[src/rtl/btndbc_pkg.sv]
package btndbc_pkg;

    typedef enum logic [1:0] {
        OP_SAMPLE    = 2'd0,
        OP_TAKE_RISE = 2'd1,
        OP_TAKE_FELL = 2'd2,
        OP_CLEAR     = 2'd3
    } op_t;

    typedef enum logic {
        REG_DOUBLE_LIMIT = 1'b0,
        REG_LONG_LIMIT   = 1'b1
    } reg_idx_t;

    localparam int CNT_W = 8;

    localparam logic [CNT_W-1:0] GAP_EXTRA          = 8'd20;
    localparam logic [CNT_W:0]   COUNT_WRAP         = 9'd255;
    localparam logic [CNT_W-1:0] COUNT_MAX          = 8'd254;
    localparam logic [CNT_W-1:0] DOUBLE_LIMIT_RESET = 8'd40;
    localparam logic [CNT_W-1:0] LONG_LIMIT_RESET   = 8'd100;

    typedef struct packed {
        logic [CNT_W-1:0] double_limit;
        logic [CNT_W-1:0] long_limit;
    } cfg_t;

    typedef struct packed {
        logic long_press;
        logic double_click;
        logic fell_seen;
        logic rise_seen;
        logic pressed;
        logic stable;
    } result_t;

endpackage

[src/rtl/btndbc_regs.sv]
module btndbc_regs (
    input  logic                aclk,
    input  logic                aresetn,
    input  logic                psel,
    input  logic                penable,
    input  logic                pwrite,
    input  logic [2:0]          paddr,
    input  logic [31:0]         pwdata,
    output logic [31:0]         prdata,
    output logic                pready,
    output btndbc_pkg::cfg_t    cfg
);

    logic [btndbc_pkg::CNT_W-1:0] double_limit_reg;
    logic [btndbc_pkg::CNT_W-1:0] long_limit_reg;
    logic                         wr_en;
    btndbc_pkg::reg_idx_t         idx;

    assign pready = 1'b1;
    assign wr_en  = psel & penable & pwrite & pready;
    assign idx    = btndbc_pkg::reg_idx_t'(paddr[2]);

    always_ff @(posedge aclk) begin
        if (!aresetn) begin
            double_limit_reg <= btndbc_pkg::DOUBLE_LIMIT_RESET;
            long_limit_reg   <= btndbc_pkg::LONG_LIMIT_RESET;
        end else if (wr_en) begin
            unique case (idx)
                btndbc_pkg::REG_DOUBLE_LIMIT: double_limit_reg <= pwdata[7:0];
                btndbc_pkg::REG_LONG_LIMIT:   long_limit_reg   <= pwdata[7:0];
                default: ;
            endcase
        end
    end

    always_comb begin
        unique case (idx)
            btndbc_pkg::REG_DOUBLE_LIMIT: prdata = {24'd0, double_limit_reg};
            btndbc_pkg::REG_LONG_LIMIT:   prdata = {24'd0, long_limit_reg};
            default:                      prdata = 32'd0;
        endcase
    end

    assign cfg.double_limit = double_limit_reg;
    assign cfg.long_limit   = long_limit_reg;

endmodule

[src/rtl/btndbc_core.sv]
module btndbc_core (
    input  logic                   aclk,
    input  logic                   aresetn,
    input  logic                   en,
    input  btndbc_pkg::op_t        op,
    input  logic                   pin_level,
    input  btndbc_pkg::cfg_t       cfg,
    output btndbc_pkg::result_t    result
);

    localparam int W = btndbc_pkg::CNT_W;

    logic         last_reg,   last_next;
    logic         older_reg,  older_next;
    logic         level_reg,  level_next;
    logic [W-1:0] on_reg,     on_next;
    logic [W-1:0] off_reg,    off_next;
    logic         rise_reg,   rise_next;
    logic         fell_reg,   fell_next;
    logic         double_reg, double_next;
    logic         long_reg,   long_next;

    always_ff @(posedge aclk) begin
        if (!aresetn) begin
            last_reg   <= 1'b0;
            older_reg  <= 1'b0;
            level_reg  <= 1'b0;
            on_reg     <= '0;
            off_reg    <= '0;
            rise_reg   <= 1'b0;
            fell_reg   <= 1'b0;
            double_reg <= 1'b0;
            long_reg   <= 1'b0;
        end else if (en) begin
            last_reg   <= last_next;
            older_reg  <= older_next;
            level_reg  <= level_next;
            on_reg     <= on_next;
            off_reg    <= off_next;
            rise_reg   <= rise_next;
            fell_reg   <= fell_next;
            double_reg <= double_next;
            long_reg   <= long_next;
        end
    end

    always_comb begin
        logic       closed;
        logic [W:0] cnt;
        logic       rise_mid;
        logic       fell_mid;

        closed      = ~pin_level;
        cnt         = '0;
        last_next   = last_reg;
        older_next  = older_reg;
        level_next  = level_reg;
        on_next     = on_reg;
        off_next    = off_reg;
        rise_mid    = rise_reg;
        fell_mid    = fell_reg;
        double_next = double_reg;
        long_next   = long_reg;

        unique case (op)
            btndbc_pkg::OP_SAMPLE: begin
                if (closed == last_reg) begin
                    if (closed) begin
                        cnt        = {1'b0, on_reg} + (W+1)'(1);
                        level_next = 1'b1;
                        if (!older_reg) begin
                            rise_mid = 1'b1;
                            if (({1'b0, off_reg} < ({1'b0, cfg.double_limit}
                                    + {1'b0, btndbc_pkg::GAP_EXTRA}))
                                    && (cnt < {1'b0, cfg.double_limit})) begin
                                double_next = 1'b1;
                            end
                            cnt = '0;
                        end
                        if (cnt > {1'b0, cfg.long_limit}) begin
                            long_next = 1'b1;
                        end
                        on_next = (cnt == btndbc_pkg::COUNT_WRAP) ?
                                  btndbc_pkg::COUNT_MAX : cnt[W-1:0];
                    end else begin
                        cnt        = {1'b0, off_reg} + (W+1)'(1);
                        level_next = 1'b0;
                        if (older_reg) begin
                            fell_mid = 1'b1;
                            cnt      = '0;
                        end
                        off_next = (cnt == btndbc_pkg::COUNT_WRAP) ?
                                   btndbc_pkg::COUNT_MAX : cnt[W-1:0];
                    end
                end
                older_next = last_reg;
                last_next  = closed;
            end
            btndbc_pkg::OP_CLEAR: begin
                on_next     = '0;
                off_next    = '0;
                rise_mid    = 1'b0;
                fell_mid    = 1'b0;
                double_next = 1'b0;
                long_next   = 1'b0;
            end
            default: ;
        endcase

        rise_next = (op == btndbc_pkg::OP_TAKE_RISE) ? 1'b0 : rise_mid;
        fell_next = (op == btndbc_pkg::OP_TAKE_FELL) ? 1'b0 : fell_mid;

        result.stable       = (last_next == older_next);
        result.pressed      = level_next;
        result.rise_seen    = rise_mid;
        result.fell_seen    = fell_mid;
        result.double_click = double_next;
        result.long_press   = long_next;
    end

endmodule

[src/rtl/button_debounce_click_detector_top.sv]
// button debouncer with click, double click and long press detection
// s_ channel: one word per command; tdata carries the operation and the raw
// active-low pin level. operation 0 samples the pin, 1 reads and clears the
// rise flag, 2 reads and clears the fell flag, 3 clears counters and flags.
// m_ channel: exactly one result word per command, in command order, with
// the debounced level, the stable bit and the four flags.
// apb port: double click limit at 0x0, long press limit at 0x4; write only
// while no command is in flight.
// flow: an accepted word waits in the input register until the output
// register is free or being read, then is processed by the core and its
// result is registered into the output register and offered on m_.
// throughput: one word per cycle unless m_ stalls, set by the single
// state update stage. a stalled m_ side holds its word; the input register
// can still take one more word, after which s_tready drops until m_tready
// returns. reset clears the sample history, counters and flags and empties
// both pipeline stages; the limits return to 40 and 100.
module button_debounce_click_detector_top (
    input  logic        aclk,
    input  logic        aresetn,
    input  logic        s_tvalid,
    output logic        s_tready,
    input  logic [7:0]  s_tdata,   // operation[1:0], pin_level[2], zero[7:3]
    output logic        m_tvalid,
    input  logic        m_tready,
    output logic [7:0]  m_tdata,   // stable, pressed, rise_seen, fell_seen,
                                   // double_click, long_press, zero[7:6]
    input  logic        psel,
    input  logic        penable,
    input  logic        pwrite,
    input  logic [2:0]  paddr,
    input  logic [31:0] pwdata,
    output logic [31:0] prdata,
    output logic        pready
);

    btndbc_pkg::cfg_t    cfg;
    btndbc_pkg::result_t result;

    logic                in_valid_reg;
    btndbc_pkg::op_t     op_reg;
    logic                pin_reg;
    logic                out_valid_reg;
    btndbc_pkg::result_t out_reg;
    logic                advance;
    logic                s_accept;

    assign advance  = in_valid_reg & (~out_valid_reg | m_tready);
    assign s_tready = ~in_valid_reg | advance;
    assign s_accept = s_tvalid & s_tready;

    btndbc_regs u_regs (
        .aclk    (aclk),
        .aresetn (aresetn),
        .psel    (psel),
        .penable (penable),
        .pwrite  (pwrite),
        .paddr   (paddr),
        .pwdata  (pwdata),
        .prdata  (prdata),
        .pready  (pready),
        .cfg     (cfg)
    );

    btndbc_core u_core (
        .aclk      (aclk),
        .aresetn   (aresetn),
        .en        (advance),
        .op        (op_reg),
        .pin_level (pin_reg),
        .cfg       (cfg),
        .result    (result)
    );

    always_ff @(posedge aclk) begin
        if (!aresetn) begin
            in_valid_reg <= 1'b0;
        end else if (s_tready) begin
            in_valid_reg <= s_tvalid;
        end
    end

    always_ff @(posedge aclk) begin
        if (s_accept) begin
            op_reg  <= btndbc_pkg::op_t'(s_tdata[1:0]);
            pin_reg <= s_tdata[2];
        end
    end

    always_ff @(posedge aclk) begin
        if (!aresetn) begin
            out_valid_reg <= 1'b0;
        end else if (advance) begin
            out_valid_reg <= 1'b1;
        end else if (m_tready) begin
            out_valid_reg <= 1'b0;
        end
    end

    always_ff @(posedge aclk) begin
        if (advance) begin
            out_reg <= result;
        end
    end

    assign m_tvalid = out_valid_reg;
    assign m_tdata  = {2'b00, out_reg.long_press, out_reg.double_click,
                       out_reg.fell_seen, out_reg.rise_seen,
                       out_reg.pressed, out_reg.stable};

`ifndef SYNTHESIS
    a_clear_zeroes_flags: assert property (@(posedge aclk) disable iff (!aresetn)
        advance && op_reg == btndbc_pkg::OP_CLEAR
        |=> !out_reg.rise_seen && !out_reg.fell_seen
            && !out_reg.double_click && !out_reg.long_press)
        else $error("clear left a flag set");

    a_empty_stage_ready: assert property (@(posedge aclk) disable iff (!aresetn)
        !in_valid_reg |-> s_tready)
        else $error("input stage empty but not ready");

    a_stall_holds_result: assert property (@(posedge aclk) disable iff (!aresetn)
        out_valid_reg && !m_tready |-> !advance)
        else $error("result overwritten while stalled");
`endif

endmodule
[config.mk]
export PLATFORM = sky130hd
export DESIGN_NAME = button_debounce_click_detector_top
export DESIGN_NICKNAME = d
export VERILOG_FILES = /design/src/rtl/btndbc_pkg.sv /design/src/rtl/btndbc_regs.sv /design/src/rtl/btndbc_core.sv /design/src/rtl/button_debounce_click_detector_top.sv
export SDC_FILE = /design/constraint.sdc
export NUM_CORES = 1
export LEC_CHECK = 0
export BUFFER_PORTS_ARGS = -buffer_cell sky130_fd_sc_hd__buf_2
export CAP_MARGIN = 20
export CELL_PAD_IN_SITES_DETAIL_PLACEMENT = 0
export CELL_PAD_IN_SITES_GLOBAL_PLACEMENT = 2
export CORE_MARGIN = 2
export CORE_UTILIZATION = 30
export CTS_CLUSTER_SIZE = 16
export DETAILED_ROUTE_END_ITERATION = 6
export MAX_ROUTING_LAYER = met4
export PLACE_DENSITY_LB_ADDON = 0.1
export SLEW_MARGIN = 20
export SYNTH_ARGS = -nofsm -noshare
export SYNTH_HDL_FRONTEND = slang
export SYNTH_SLANG_ARGS = --single-unit
[constraint.sdc]
create_clock -name aclk -period 3.21 [get_ports aclk]
set_clock_uncertainty 0.15 [all_clocks]
set_input_delay 0.1605 -clock aclk [delete_from_list [all_inputs] [get_ports aclk]]
set_output_delay 0.1605 -clock aclk [all_outputs]
set_load 0.1 [all_outputs]
==> impl_metrics.yaml <==
critical_path:
  required_ns: 3.14
  path_class: "reg2reg"
  worstPathMaxFanout: 7
  worstPathArrival_ns: 2.84
  startpoint_type: "register"
  end_kind: "register"
grt:
  grt_max_degree: 35
  grt_use_met2_pct: 25.8
  grt_pass1_vias: 2665
  busiest_layer: "met2"
  grt_overflow_total: 0
  antenna_found_initial: 0
  grt_pass1_wl_um: 13500
  grtUsageMet1_pct: 19.6
  use_met3_pct: 2.41
  grt_util_all_layers_pct: 15.3
routing:
  detail_route.wl_per_cell_um: 14.1
  routed_wl_um: 8240
  first_pass_iters: 4
  drc: 0
  drtIter0Drc: 100
  viasPerCell: 4.73
  drtAntennaViolNets: 0
  vias: 2756
clock_network:
  cts_tree: "built"
  hold_buffers: 12
  root_buffer: "clkbuf_8"
  cts_buffer_depth: 2
  insertion_delay_ns: 0.31
  numCtsBuffers: 5
  clk_pin_slew_ns: 0.10
  postCtsSetupRepairBufs: 0
  cts.sinks: 50
  cts-htree-levels: 2
  cts.repair.resized: 0
pwr:
  ir_worst_vdd_uv: 167
  finalPower_mw: 1.36
  p_leak_nw: 1.54
  p_per_area_nw_per_um2: 372
timing:
  whs_ns: 0.0261
  maxSlewViolCount: 0
  rsz0062_at_grt: "no"
  clock.fmax_mhz: 343
  tightestPinTransition_ns: 0.723
  period_share_pct: 90.8
  layout_setup_ws_ns: 0.297
  period_minus_slack_ns: 2.91
  slew_headroom_pct: 51.7
  finalSetupViolCount: 0
  finalHoldViolations: 0
  fin_setup_tns_ns: 0
cells_and_area:
  nNetsFinal: 525
  drive_gt1_share_pct: 11.9
  antennaDiodeCount: 0
  layoutNonFillerInstCount: 583
  syn_to_final_growth_pct: 13.0
floorplan:
  core-area_um2: 10400
  initial_core_util_pct: 31.1
  num_io_pins: 93
  rows: 37
  fp.dieH_um: 108
  fp.dieW_um: 108
  dieArea_um2: 11700
logic_synthesis:
  netlist_area_um2: 3240
  synthFlopType: "dfxtp_1"
  synth_top_family_by_area: "simple AND/OR/NAND/NOR gates"
  synth_xor_area_share_pct: 3.51
  muxShareOfSynthArea_pct: 0.656
  ys_seq_elements: 50
  synth_async_sr_flop_share_pct: 0
  avgSynthCellArea_um2: 8.05
  synth_top_area_share_pct: 25.3
  synth-adder-area-share_pct: 11.2
  yosysMostFrequentCell: "nand2_1"
  yosysUniqueCellTypes: 55
  synth-compound-area-share_pct: 16.5
  yosysWarnings: 0
  synth-edff-count: 9
  syn-instance-count: 403
  yosys-top-cells-count: "50 x nand2_1, 41 x dfxtp_1, 39 x a21oi_1"
  synth_top_area_cell: "dfxtp_1"
  synthSimpleGateAreaFrac_pct: 22.8
  ys_top_cells_by_area: "dfxtp_1 25%, ha_1 11%, edfxtp_1 8.3%, buf_4 6.3%, a21oi_1 6.0%"
  synth_seq_area_share_pct: 33.6
place:
  dp_hpwl_um: 6130
  dp.cells: 563
  place_congestion: 0.715
  pre_cts_slack_ns: 0.319
  numPortBuffers: 34
flow_run:
  max-cap-violations: 0
min_path:
  hold_path_class: "in2reg"
status:
  status: "finished clean"
-- metal layers --
metal / vias up / wire length [um] / share of wire [%]
li1: 1425 / - / -
met3: 6 / 261 / 3.2
met2: 52 / 4010 / 49
met4: 0 / 59 / 0.72
met1: 1273 / 3910 / 47
met5: - / 0 / 0
-- logic make-up (layout without fill, tap and decap cells) --
family,Yosys count,in the layout
adder cells (fa/ha/maj),29,29
buffers and inverters,68,87
XOR/XNOR,13,13
AO/OA/AOI/OAI,87,87
multiplexers,2,2
other,2,27
AND/OR/NAND/NOR,152,152
flip-flops,50,50
-- path summary, 6_finish.rpt --
kind                                                               from                                      end  slack, ns  cells past startpoint
worst min-delay path                                            aresetn    u_regs.long_limit_reg[5]$_SDFFE_PN1P_       0.03                      2
worst max register to register            u_core.on_reg[1]$_SDFFE_PN0P_                     m_tdata[5]$_DFFE_PP_       0.30                     10
worst min register to register  u_regs.double_limit_reg[1]$_SDFFE_PN0P_  u_regs.double_limit_reg[1]$_SDFFE_PN0P_       0.32                      2
worst max-delay path                      u_core.on_reg[1]$_SDFFE_PN0P_                     m_tdata[5]$_DFFE_PP_       0.30                     10
-- layout by cell type, fill, tap and decap left out, drive strengths merged, types with 2 or more instances in the layout --
| cell | synthesis | layout |
|---|---|---|
| and2 | 8 | 8 |
| ha | 29 | 29 |
| nor4 | 3 | 3 |
| nand3b | 3 | 3 |
| clkinv | 1 | 3 |
| or4 | 2 | 2 |
| conb | 2 | 27 |
| a211o | 2 | 2 |
| inv | 25 | 26 |
| nand2b | 6 | 6 |
| nor2b | 2 | 2 |
| o2111ai | 2 | 2 |
| or2 | 3 | 3 |
| xnor2 | 9 | 9 |
| nand2 | 50 | 50 |
| nand3 | 16 | 16 |
| nor3 | 6 | 6 |
| dfxtp | 41 | 41 |
| and3 | 2 | 2 |
| a22oi | 4 | 4 |
| or3 | 4 | 4 |
| o41ai | 3 | 3 |
| clkbuf | 13 | 5 |
| o211ai | 9 | 9 |
| o21ai | 17 | 17 |
| buf | 29 | 41 |
| a21oi | 39 | 39 |
| nor2 | 34 | 34 |
| nor3b | 2 | 2 |
| xor2 | 4 | 4 |
| edfxtp | 9 | 9 |
| nand4 | 4 | 4 |
| dlygate4sd3 | 0 | 12 |
-- final cells by class --
| class | count | area (um^2) |
|---|---|---|
| flip-flops and latches | 50 | 1090 |
| clock buffers | 5 | 68.8 |
| fillers | 1135 | 6750 |
| well taps | 136 | 170 |
| clock inverters | 3 | 18.8 |
| multi-input cells | 310 | 1870 |
| repair buffers | 53 | 343 |
| inverters | 26 | 97.6 |
-- critical path: stages (launching register included) --
cell and delay, ns:
dfxtp_1 0.46, ha_1 0.37, xnor2_1 0.22, inv_1 0.10, and2_1 0.17, ha_1 0.29, nand4_1 0.11, or3_1 0.36
o211ai_1 0.13, a21oi_1 0.14, o21a_1 0.18
-- through the flow --
stage / util, % / cell area (um^2)
after floorplan: - / 3340
after global placement: 33.2 / 3460
after detailed placement: 33.2 / 3460
after CTS: 35.2 / 3660
after global routing: 35.2 / 3660
final: 35.2 / 3660
-- power breakdown --
| part | total [mW] | leakage (nW) | internal (mW) | switching [mW] |
|---|---|---|---|---|
| Sequential | 0.662 | 0.420 | 0.651 | 0.0112 |
| Clock | 0.382 | 0.0483 | 0.154 | 0.227 |
| Combinational | 0.318 | 1.07 | 0.0499 | 0.268 |
| Total | 1.36 | 1.54 | 0.855 | 0.507 |
Power figures use the tool's default switching activity.
